==> src/rtl/core/mhpq_pkg.sv <==
package mhpq_pkg;

  // Fixed field widths of the request and result channels
  localparam int KEY_W    = 32;
  localparam int REQ_W    = 2;
  localparam int IDX_W    = 6;
  localparam int TOTAL_W  = 7;
  localparam int STATUS_W = 2;

  localparam logic signed [KEY_W-1:0] KEY_MIN = {1'b1, {(KEY_W-1){1'b0}}};

  // Request kinds
  localparam logic [REQ_W-1:0] REQ_INSERT = 2'd0;
  localparam logic [REQ_W-1:0] REQ_DELETE = 2'd1;
  localparam logic [REQ_W-1:0] REQ_CHANGE = 2'd2;

  // Result status codes
  localparam logic [STATUS_W-1:0] ST_OK    = 2'd0;
  localparam logic [STATUS_W-1:0] ST_EMPTY = 2'd1;
  localparam logic [STATUS_W-1:0] ST_FULL  = 2'd2;
  localparam logic [STATUS_W-1:0] ST_RANGE = 2'd3;

  // Commands from the controller to the datapath
  typedef struct packed {
    logic capture;      // take a new request
    logic take_last;    // load the last entry as the moving key for a delete
    logic place;        // write the moving key at the hole
    logic read_parent;  // fetch the parent of the hole
    logic move_up;      // drop the parent into the hole, hole climbs
    logic read_kids;    // fetch both children of the hole
    logic move_down;    // lift the larger child into the hole, hole descends
  } mhpq_cmd_t;

  // Flags from the datapath to the controller
  typedef struct packed {
    logic go_ins;   // insert accepted
    logic go_del;   // delete accepted with entries left to sift
    logic go_chg;   // change accepted, old key being fetched
    logic chg_lt;   // new key below old key
    logic chg_gt;   // new key above old key
    logic at_root;  // hole at the root
    logic is_leaf;  // hole has no children
    logic up_move;  // parent smaller than the moving key
    logic dn_move;  // moving key smaller than the chosen child
  } mhpq_stat_t;

endpackage

==> src/rtl/core/mhpq_ram.sv <==
module mhpq_ram #(
  parameter int WIDTH = 32,
  parameter int DEPTH = 64
) (
  input  logic                     clk,
  input  logic                     we,
  input  logic [$clog2(DEPTH)-1:0] waddr,
  input  logic [WIDTH-1:0]         wdata,
  input  logic [$clog2(DEPTH)-1:0] ra_addr,
  output logic [WIDTH-1:0]         ra_data,
  input  logic [$clog2(DEPTH)-1:0] rb_addr,
  output logic [WIDTH-1:0]         rb_data
);

  logic [WIDTH-1:0] mem_r [DEPTH];

  // One write port, two registered read ports
  always_ff @(posedge clk) begin
    if (we) begin
      mem_r[waddr] <= wdata;
    end
    ra_data <= mem_r[ra_addr];
    rb_data <= mem_r[rb_addr];
  end

endmodule

==> src/rtl/core/mhpq_dp.sv <==
module mhpq_dp #(
  parameter int CAPACITY = 64
) (
  input  logic                                 clk,
  input  logic                                 rst_n,
  input  mhpq_pkg::mhpq_cmd_t                  cmd,
  output mhpq_pkg::mhpq_stat_t                 stat,
  input  logic [mhpq_pkg::REQ_W-1:0]           in_req_type,
  input  logic signed [mhpq_pkg::KEY_W-1:0]    in_key_value,
  input  logic [mhpq_pkg::IDX_W-1:0]           in_heap_index,
  output logic signed [mhpq_pkg::KEY_W-1:0]    out_removed_value,
  output logic signed [mhpq_pkg::KEY_W-1:0]    out_top_value,
  output logic [mhpq_pkg::TOTAL_W-1:0]         out_entry_total,
  output logic [mhpq_pkg::STATUS_W-1:0]        out_status
);
  import mhpq_pkg::*;

  localparam int ADDR_W = $clog2(CAPACITY);
  localparam int CNT_W  = $clog2(CAPACITY + 1);
  // Compare width: holds 2*pos+2, the count and the request index
  localparam int EW     = (ADDR_W + 2 > IDX_W + 1) ? ADDR_W + 2 : IDX_W + 1;

  logic signed [KEY_W-1:0]    k_r, k_nxt;
  logic [ADDR_W-1:0]          pos_r, pos_nxt;
  logic [CNT_W-1:0]           count_r, count_nxt;
  logic signed [KEY_W-1:0]    top_r;
  logic signed [KEY_W-1:0]    removed_r, removed_nxt;
  logic [STATUS_W-1:0]        status_r, status_nxt;

  logic [EW-1:0]              cnt_e, idx_e, left_e, right_e;
  logic [CNT_W-1:0]           cnt_m1;
  logic [ADDR_W-1:0]          parent;
  logic                       is_full, is_empty, idx_bad;
  logic [STATUS_W-1:0]        req_status;
  logic signed [KEY_W-1:0]    rd_a, rd_b, pick_val;
  logic [ADDR_W-1:0]          ra_addr, rb_addr, pick_pos;
  logic                       right_ok, pick_right;
  logic                       we;
  logic signed [KEY_W-1:0]    wdata;

  // Index arithmetic
  assign cnt_e   = EW'(count_r);
  assign idx_e   = EW'(in_heap_index);
  assign cnt_m1  = count_r - CNT_W'(1);
  assign left_e  = EW'({pos_r, 1'b1});
  assign right_e = left_e + EW'(1);
  assign parent  = ADDR_W'((pos_r - ADDR_W'(1)) >> 1);

  // Check the incoming request
  assign is_full  = (cnt_e == EW'(CAPACITY));
  assign is_empty = (count_r == '0);
  assign idx_bad  = (idx_e >= cnt_e);

  always_comb begin
    unique case (in_req_type)
      REQ_INSERT: req_status = is_full  ? ST_FULL  : ST_OK;
      REQ_DELETE: req_status = is_empty ? ST_EMPTY : ST_OK;
      REQ_CHANGE: req_status = idx_bad  ? ST_RANGE : ST_OK;
      default:    req_status = ST_OK;
    endcase
  end

  // Choose the larger child; right only if strictly larger and present
  assign right_ok   = (right_e < cnt_e);
  assign pick_right = right_ok && (rd_b > rd_a);
  assign pick_val   = pick_right ? rd_b : rd_a;
  assign pick_pos   = pick_right ? right_e[ADDR_W-1:0] : left_e[ADDR_W-1:0];

  // Flags for the controller
  always_comb begin
    stat         = '0;
    stat.go_ins  = (in_req_type == REQ_INSERT) && !is_full;
    stat.go_del  = (in_req_type == REQ_DELETE) && !is_empty && (count_r != CNT_W'(1));
    stat.go_chg  = (in_req_type == REQ_CHANGE) && !idx_bad;
    stat.chg_lt  = (k_r < rd_a);
    stat.chg_gt  = (k_r > rd_a);
    stat.at_root = (pos_r == '0);
    stat.is_leaf = (left_e >= cnt_e);
    stat.up_move = (rd_a < k_r);
    stat.dn_move = (k_r < pick_val);
  end

  // Read addresses
  always_comb begin
    priority if (cmd.capture) begin
      ra_addr = (in_req_type == REQ_DELETE) ? cnt_m1[ADDR_W-1:0] : idx_e[ADDR_W-1:0];
    end else if (cmd.read_parent) begin
      ra_addr = parent;
    end else begin
      ra_addr = left_e[ADDR_W-1:0];
    end
  end
  assign rb_addr = right_e[ADDR_W-1:0];

  // Write port: hole fill
  assign we    = cmd.place || cmd.move_up || cmd.move_down;
  always_comb begin
    priority if (cmd.move_up) begin
      wdata = rd_a;
    end else if (cmd.move_down) begin
      wdata = pick_val;
    end else begin
      wdata = k_r;
    end
  end

  mhpq_ram #(
    .WIDTH (KEY_W),
    .DEPTH (CAPACITY)
  ) u_ram (
    .clk     (clk),
    .we      (we),
    .waddr   (pos_r),
    .wdata   (wdata),
    .ra_addr (ra_addr),
    .ra_data (rd_a),
    .rb_addr (rb_addr),
    .rb_data (rd_b)
  );

  // Next values of the working registers
  always_comb begin
    k_nxt       = k_r;
    pos_nxt     = pos_r;
    count_nxt   = count_r;
    removed_nxt = removed_r;
    status_nxt  = status_r;
    if (cmd.capture) begin
      k_nxt       = in_key_value;
      removed_nxt = KEY_MIN;
      status_nxt  = req_status;
      if (stat.go_ins) begin
        pos_nxt   = count_r[ADDR_W-1:0];
        count_nxt = count_r + CNT_W'(1);
      end
      if ((in_req_type == REQ_DELETE) && !is_empty) begin
        removed_nxt = top_r;
        count_nxt   = cnt_m1;
      end
      if (stat.go_chg) begin
        pos_nxt = idx_e[ADDR_W-1:0];
      end
    end
    if (cmd.take_last) begin
      k_nxt   = rd_a;
      pos_nxt = '0;
    end
    if (cmd.move_up) begin
      pos_nxt = parent;
    end
    if (cmd.move_down) begin
      pos_nxt = pick_pos;
    end
  end

  always_ff @(posedge clk) begin
    if (!rst_n) begin
      count_r <= '0;
    end else begin
      count_r <= count_nxt;
    end
  end

  // Payload registers; shadow the root so the top needs no read
  always_ff @(posedge clk) begin
    k_r       <= k_nxt;
    pos_r     <= pos_nxt;
    removed_r <= removed_nxt;
    status_r  <= status_nxt;
    if (we && (pos_r == '0)) begin
      top_r <= wdata;
    end
  end

  assign out_removed_value = removed_r;
  assign out_top_value     = (count_r == '0) ? KEY_MIN : top_r;
  assign out_entry_total   = TOTAL_W'(count_r);
  assign out_status        = status_r;

  // Checks
  a_count_bound: assert property (@(posedge clk) disable iff (!rst_n)
    cnt_e <= EW'(CAPACITY))
    else $error("entry count exceeds capacity");

  a_insert_grows: assert property (@(posedge clk) disable iff (!rst_n)
    cmd.capture && stat.go_ins |=> count_r == $past(count_r) + CNT_W'(1))
    else $error("accepted insert did not grow the heap");

  a_up_write_hole: assert property (@(posedge clk) disable iff (!rst_n)
    cmd.move_up |=> pos_r < $past(pos_r))
    else $error("sift up did not climb");

endmodule

==> src/rtl/core/mhpq_ctrl.sv <==
module mhpq_ctrl (
  input  logic                 clk,
  input  logic                 rst_n,
  input  logic                 start,
  output logic                 busy,
  output logic                 out_valid,
  output mhpq_pkg::mhpq_cmd_t  cmd,
  input  mhpq_pkg::mhpq_stat_t stat
);
  import mhpq_pkg::*;

  localparam logic [2:0] S_IDLE   = 3'd0;
  localparam logic [2:0] S_LAST   = 3'd1;
  localparam logic [2:0] S_CHG    = 3'd2;
  localparam logic [2:0] S_UP_RD  = 3'd3;
  localparam logic [2:0] S_UP_CMP = 3'd4;
  localparam logic [2:0] S_DN_RD  = 3'd5;
  localparam logic [2:0] S_DN_CMP = 3'd6;
  localparam logic [2:0] S_RESP   = 3'd7;

  logic [2:0] state_r, state_nxt;

  // Sequence the sift walk
  always_comb begin
    state_nxt = state_r;
    cmd       = '0;
    unique case (state_r)
      S_IDLE: begin
        if (start) begin
          cmd.capture = 1'b1;
          priority if (stat.go_ins) begin
            state_nxt = S_UP_RD;
          end else if (stat.go_del) begin
            state_nxt = S_LAST;
          end else if (stat.go_chg) begin
            state_nxt = S_CHG;
          end else begin
            state_nxt = S_RESP;
          end
        end
      end
      S_LAST: begin
        cmd.take_last = 1'b1;
        state_nxt     = S_DN_RD;
      end
      S_CHG: begin
        priority if (stat.chg_lt) begin
          state_nxt = S_DN_RD;
        end else if (stat.chg_gt) begin
          state_nxt = S_UP_RD;
        end else begin
          state_nxt = S_RESP;
        end
      end
      S_UP_RD: begin
        if (stat.at_root) begin
          cmd.place = 1'b1;
          state_nxt = S_RESP;
        end else begin
          cmd.read_parent = 1'b1;
          state_nxt       = S_UP_CMP;
        end
      end
      S_UP_CMP: begin
        if (stat.up_move) begin
          cmd.move_up = 1'b1;
          state_nxt   = S_UP_RD;
        end else begin
          cmd.place = 1'b1;
          state_nxt = S_RESP;
        end
      end
      S_DN_RD: begin
        if (stat.is_leaf) begin
          cmd.place = 1'b1;
          state_nxt = S_RESP;
        end else begin
          cmd.read_kids = 1'b1;
          state_nxt     = S_DN_CMP;
        end
      end
      S_DN_CMP: begin
        if (stat.dn_move) begin
          cmd.move_down = 1'b1;
          state_nxt     = S_DN_RD;
        end else begin
          cmd.place = 1'b1;
          state_nxt = S_RESP;
        end
      end
      S_RESP: begin
        state_nxt = S_IDLE;
      end
      default: begin
        state_nxt = S_IDLE;
      end
    endcase
  end

  always_ff @(posedge clk) begin
    if (!rst_n) begin
      state_r <= S_IDLE;
    end else begin
      state_r <= state_nxt;
    end
  end

  assign busy      = (state_r != S_IDLE);
  assign out_valid = (state_r == S_RESP);

  // Checks
  a_strobe_single: assert property (@(posedge clk) disable iff (!rst_n)
    out_valid |=> !out_valid)
    else $error("result strobe held for more than one cycle");

  a_done_after_result: assert property (@(posedge clk) disable iff (!rst_n)
    $fell(busy) && $past(rst_n) |-> $past(out_valid))
    else $error("block went idle without a result transfer");

  a_one_command: assert property (@(posedge clk) disable iff (!rst_n)
    $onehot0(cmd))
    else $error("more than one datapath command at once");

endmodule

==> src/rtl/core/max_heap_priority_queue_top.sv <==
// Binary max-heap priority queue of signed 32-bit keys.
//
// Request channel: present in_req_type, in_key_value and in_heap_index with
// start; the transfer happens at the clock edge where start is high and busy
// is low. Kinds: insert a key, delete the maximum, change the key at a heap
// position. Other kind codes change nothing and report status ok.
//
// Result channel: exactly one result per request, shown for a single cycle
// with out_valid high. It carries the removed maximum, the maximum after the
// request, the entry count and a status code. The receiver cannot stall; the
// result is taken in that cycle.
//
// Timing: keys live in a CAPACITY-deep RAM with registered reads, so each
// level of a sift takes a read state, then a compare-and-write state.
// busy drops the cycle after out_valid, and a new request is taken only
// once busy is low. With 64 entries the worst case is a key change
// walking six levels.
//
// Reset (rst_n low, synchronous) empties the heap at once; no clearing pass.
module max_heap_priority_queue_top #(
  parameter int CAPACITY = 64
) (
  input  logic                                 clk,
  input  logic                                 rst_n,
  input  logic                                 start,
  output logic                                 busy,
  input  logic [mhpq_pkg::REQ_W-1:0]           in_req_type,
  input  logic signed [mhpq_pkg::KEY_W-1:0]    in_key_value,
  input  logic [mhpq_pkg::IDX_W-1:0]           in_heap_index,
  output logic                                 out_valid,
  output logic signed [mhpq_pkg::KEY_W-1:0]    out_removed_value,
  output logic signed [mhpq_pkg::KEY_W-1:0]    out_top_value,
  output logic [mhpq_pkg::TOTAL_W-1:0]         out_entry_total,
  output logic [mhpq_pkg::STATUS_W-1:0]        out_status
);
  import mhpq_pkg::*;

  mhpq_cmd_t  cmd;
  mhpq_stat_t stat;

  // Sequencer
  mhpq_ctrl u_ctrl (
    .clk       (clk),
    .rst_n     (rst_n),
    .start     (start),
    .busy      (busy),
    .out_valid (out_valid),
    .cmd       (cmd),
    .stat      (stat)
  );

  // Key store and sift datapath
  mhpq_dp #(
    .CAPACITY (CAPACITY)
  ) u_dp (
    .clk               (clk),
    .rst_n             (rst_n),
    .cmd               (cmd),
    .stat              (stat),
    .in_req_type       (in_req_type),
    .in_key_value      (in_key_value),
    .in_heap_index     (in_heap_index),
    .out_removed_value (out_removed_value),
    .out_top_value     (out_top_value),
    .out_entry_total   (out_entry_total),
    .out_status        (out_status)
  );

endmodule
==> config.mk <==
export PLATFORM = sky130hd
export DESIGN_NAME = max_heap_priority_queue_top
export DESIGN_NICKNAME = d
export VERILOG_FILES = /design/src/rtl/core/mhpq_pkg.sv /design/src/rtl/core/mhpq_ram.sv /design/src/rtl/core/mhpq_dp.sv /design/src/rtl/core/mhpq_ctrl.sv /design/src/rtl/core/max_heap_priority_queue_top.sv
export SDC_FILE = /design/constraint.sdc
export NUM_CORES = 2
export LEC_CHECK = 0
export BUFFER_PORTS_ARGS = -buffer_cell sky130_fd_sc_hd__buf_2
export CORE_UTILIZATION = 35
export CTS_BUF_LIST = sky130_fd_sc_hd__clkbuf_4 sky130_fd_sc_hd__clkbuf_8 sky130_fd_sc_hd__clkbuf_16
export DETAILED_ROUTE_END_ITERATION = 7
export PLACE_DENSITY = 0.46
export RECOVER_POWER = 25
export SLEW_MARGIN = 30
export SYNTH_ARGS = -nofsm -noshare
export SYNTH_HDL_FRONTEND = slang
export SYNTH_HIERARCHICAL = 1
export SYNTH_SLANG_ARGS = --single-unit
==> constraint.sdc <==
create_clock -name clk -period 12.3 [get_ports clk]
set_clock_uncertainty 0.05 [all_clocks]
set_input_delay 1.23 -clock clk [delete_from_list [all_inputs] [get_ports clk]]
set_output_delay 1.23 -clock clk [all_outputs]
set_load 0.02 [all_outputs]
# ---- After elaboration in Yosys (flattened, before gate mapping)
# Memory sizes are Yosys's and may differ from the RTL's. A register that Yosys moved wholly into a read port is not among the register bits.
# Index checks and enable logic that the tools add are counted.
# Widths: inputs -> output; s select.
dict set report classes {
  add_sub_neg 4
  order_cmp 8
  eq_ne 12
  muxes 49
  n_reduce_logical 22
}
# op count
set op_table {}
lappend op_table {{$mux 32} 6}
lappend op_table {{$lt 32x32->1} 3}
lappend op_table {{$gt 32x32->1} 2}
lappend op_table {{$mux 6} 10}
lappend op_table {{$pmux 3 s8} 1}
lappend op_table {{$mux 3} 7}
lappend op_table {{$mux 1} 17}
lappend op_table {{$mux 7} 2}
lappend op_table {{$eq 3x3->1 const B} 4}
lappend op_table {{$add 7x1->8 const B} 1}
lappend op_table {{$lt 8x7->1} 1}
lappend op_table {{$mux 2} 4}
lappend op_table {{$add 7x1->7 const B} 1}
lappend op_table {{$eq 7x7->1 const B} 1}
lappend op_table {{$ge 6x7->1} 1}
lappend op_table {{$ge 7x7->1} 1}
lappend op_table {{$logic_not 7->1} 1}
lappend op_table {{$ne 7x1->1 const B} 1}
lappend op_table {{$sub 7x1->7 const B} 1}
lappend op_table {{$eq 3x2->1 const B} 2}
lappend op_table {{$logic_and 1x1->1} 6}
lappend op_table {{$logic_not 6->1} 1}
lappend op_table {{$pmux 2 s3} 1}
lappend op_table {{$sub 6x1->6 const B} 1}
lappend op_table {{14 further kinds} 19}
dict set report word_totals {
  ff_bits 114
  ramBits 2048
  in_bits 43
  out_inout_bits 75
  word_cells 103
  memories 1
}
# memory depth width read_ports rd_ports_with_merged_regs wr line
set memory_table {}
lappend memory_table {u_dp.u_ram.mem_r 64 32 2 2 1 mhpq_ram.sv:15} ;# logic [WIDTH-1:0] mem_r [DEPTH];

# ---- Logic depth before layout (Yosys ltp)
dict set report logic_depth {
  word_depth 11
  mapped_depth 29
  mapped_depth_nobuf 26
}

# ---- By module
# The synthesis kept the hierarchy.
# module n_inst cells_per_inst area_each_um2 seq_area_each_um2
set by_module_without_submodules {}
lappend by_module_without_submodules {mhpq_ram 1 4412 95660.5 62780.2}
lappend by_module_without_submodules {mhpq_dp 1 905 9036.2 3263.1}
lappend by_module_without_submodules {mhpq_ctrl 1 46 321.6 60.1}

# ---- Worst setup path before layout
# OpenSTA, ideal clock, no wires.
dict set report synth_path {
  kind {flip-flop to flip-flop}
  start {register u_dp.u_ram.ra_data[14], read port of u_dp.u_ram.mem_r}
  end {register u_dp.top_r[25], data pin}
  setup_ps 1021
  t_arrival_ps 9550
  required_ps 11229
  slack_ps 1679
  path_stages_with_launch 26
  path_buffers 5
  period_less_slack_ps 10621
  path_cell_list {dfxtp_1 inv_1 ha_1 a21oi_1 nand2_1 a221o_1 o31a_1 or3_1 buf_2 a21oi_2 buf_6 buf_6 mux2i_1 ha_1 a21o_1 a21o_1 a2111oi_0 o41ai_1 o21ai_0 a21oi_1 a211oi_2 nor3b_1 inv_1 clkbuf_1 clkbuf_1 o311ai_0}
}
# item line
set synth_rtl {}
lappend synth_rtl {{start: declaration} mhpq_ram.sv:10} ;# output logic [WIDTH-1:0] ra_data,
lappend synth_rtl {{end signal: assignment} mhpq_dp.sv:171} ;# top_r <= wdata;
lappend synth_rtl {{end: declaration} mhpq_dp.sv:26} ;# logic signed [KEY_W-1:0] top_r;

==> flow_summary.yaml <==
power:
  power_frac_comb_pct: 47.9
  leakagePower_nw: 38.7
  p_switching_mw: 15.7
  internal_power_mw: 20.8
  switching_share_pct: 43.0
  power.share.sequential_pct: 30.0
  power_density_nw_per_um2: 304
  peakVddDrop_v: 0.000268
  clockPowerShare_pct: 22.1
place:
  port_buffers: 117
  dp_hpwl_um: 244000
  pre_cts_ws_ns: 2.14
  gp_congestion: 0.872
global_route:
  antenna_found_initial: 46
  use_met1_pct: 35.0
  grt.met2_usage_pct: 39.3
  overflow: 0
  grt_max_degree: 506
  grt.busiest_layer: "met2"
  grt.total_usage_pct: 24.8
  grt_pass1_vias: 59500
  grt_first_pass_wirelength_um: 516000
  grt.met3_usage_pct: 5.12
die:
  coreArea_um2: 298000
  die_area_um2: 302000
  die_h_um: 550
  die_x_um: 550
  num_rows: 200
  initial_core_util_pct: 35.3
  io_pins: 118
status:
  status: "finished with violations"
  violations: "capacitance limit, slew limit"
clock_tree:
  numCtsBuffers: 268
  cts_tree: "done"
  insertion_delay_ns: 0.91
  post_cts_resized: 0
  h-tree-depth: 5
  clk_path_buf_depth: 4
  clock-root-buffer: "clkbuf_16"
  hold_buffers: 0
  cts.sinks: 2226
  path_clk_slew_ns: 0.06
  post_cts_buffers: 0
sta:
  tightest_slew_ns: 3.70
  clock.fmax_mhz: 90.5
  slew_viol_final: 1220
  hold_viol: 0
  period_minus_slack_ns: 11.04
  timing.final.ws_setup_ns: 1.26
  fin_crit_sh_pct: 89.8
  setup_viol: 0
  tns_ns: 0
  slew_headroom_pct: -147
  grt_setup_unrepaired: "no"
hold_path:
  min_to: "u_dp/out_removed_value[28]"
  worstHoldStart: "u_dp/top_r[28]"
  whs_path_depth: 1
  hold_class: "reg -> reg"
setup_path:
  reg2reg_to: "u_dp/u_ram/mem_r[53][29]"
  worst_setup_path_start_kind: "flip-flop"
  r2r_slack_ns: 1.26
  critical-path-max-stage-delay_ns: 1.10
  crit_fanout: 55
  critPathArrivalTime_ns: 11.59
  cp-end-kind: "flip-flop"
  crit_buf_inv: 5
  r2r_start: "u_dp/pos_r[0]"
  critPathTopFamily: "compound AO/OA/AOI/OAI gates"
  critPathKind: "reg -> reg"
  r2r_cells: 25
  crit_required_ns: 12.84
  crit_slowest_cell: "clkbuf_1"
  cp_common_cell: "a211oi_1"
drt:
  dr.pass1.iters: 6
  routed_wirelength_um: 376000
  avgViaCountPerCell: 6.12
  drt_iter0_drc: 7191
  num_vias: 59600
  drcViolationCount: 0
  routedWlPerCell_um: 38.6
  ant_nets: 0
logic_synthesis:
  syn_nets: 5523
  yosysWarnings: 6
  synthesis.instances: 5361
  syn-mean-instance-area_um2: 19.6
  synthesis.area_um2: 105000
finish:
  area_growth_pct: 14.4
  final_layout_size_suffix_gt1_share_pct: 34.8
  final_common_cell: "edfxtp_1"
  final_nets: 5735
  layout_common_cells: "edfxtp_1 (2152), mux4_2 (1124), clkbuf_16 (274), mux2i_1 (238), buf_4 (166)"
  num-fill-cells: 26300
job:
  maxCapViolCount: 23
sequential cells by signal, indices dropped and copies added (netlist names):
| signal | flops |
|---|---|
| u_dp/out_removed_value | 32 |
| u_ctrl/state_r | 3 |
| u_dp/k_r | 32 |
| u_dp/pos_r | 6 |
| u_dp/out_entry_total | 7 |
| u_dp/u_ram/mem_r | 2048 |
| u_dp/out_status | 2 |
| u_dp/top_r | 32 |
| u_dp/u_ram/ra_data | 32 |
| u_dp/u_ram/rb_data | 32 |
worst max path at each step:
stage / startpoint / end / slack (ns) / depth (start not counted)
finish: u_dp/pos_r[0] / u_dp/u_ram/mem_r[53][29] / 1.26 / 25
global route: u_dp/pos_r[0] / u_dp/u_ram/mem_r[27][22] / 0.82 / 27
detailed placement: u_dp/pos_r[0] / u_dp/u_ram/mem_r[46][25] / 2.14 / 25
CTS: u_dp/pos_r[0] / u_dp/u_ram/mem_r[46][23] / 2.09 / 25
global placement: u_dp/pos_r[0] / u_dp/u_ram/mem_r[46][25] / 2.19 / 25
floorplan: u_dp/u_ram/ra_data[14] / u_dp/top_r[25] / 1.68 / 25
cell type report:
class / instances / area (um2) / area share, %
sequential: 2226 / 66100 / 55.0
multi-input combinational: 2648 / 37300 / 31.0
clock buffer: 330 / 7310 / 6.09
tap: 3939 / 4930 / 4.10
timing repair buffer: 343 / 2590 / 2.16
clock inverter: 151 / 1560 / 1.30
inverter: 86 / 330 / 0.275
antenna: 12 / 30.0 / 0.0250
stage by stage:
step                      area, um2  std cells  utilization [%]  hold WS (ns)  power [mW]
after global routing         120000       9724             40.4         0.532        37.7
after detailed placement     112000       9237             37.5         0.504        28.5
after floorplan              105000       5361                -         0.488        20.3
after global placement       111000       9221             37.4         0.502        28.4
after CTS                    120000       9718             40.5         0.516        36.6
final                        120000       9735             40.4         0.524        36.6
power groups by stage:
stage | clock [mW] | sequential (mW) | combinational (mW)
after floorplan | 0 | 11.2 | 9.12
after global placement | 0 | 11.1 | 17.3
after detailed placement | 0 | 11.1 | 17.4
after CTS | 8.23 | 10.9 | 17.4
after global routing | 8.47 | 11.0 | 18.2
final | 8.07 | 11.0 | 17.5
per-layer routing:
metal / vias up / share of wire (%)
met1: 32800 / 42
met4: 20 / 2.4
li1: 23600 / -
met2: 2714 / 47
met5: - / 0.034
met3: 454 / 8.3
No activity file was read; power rests on OpenSTA's default activity.
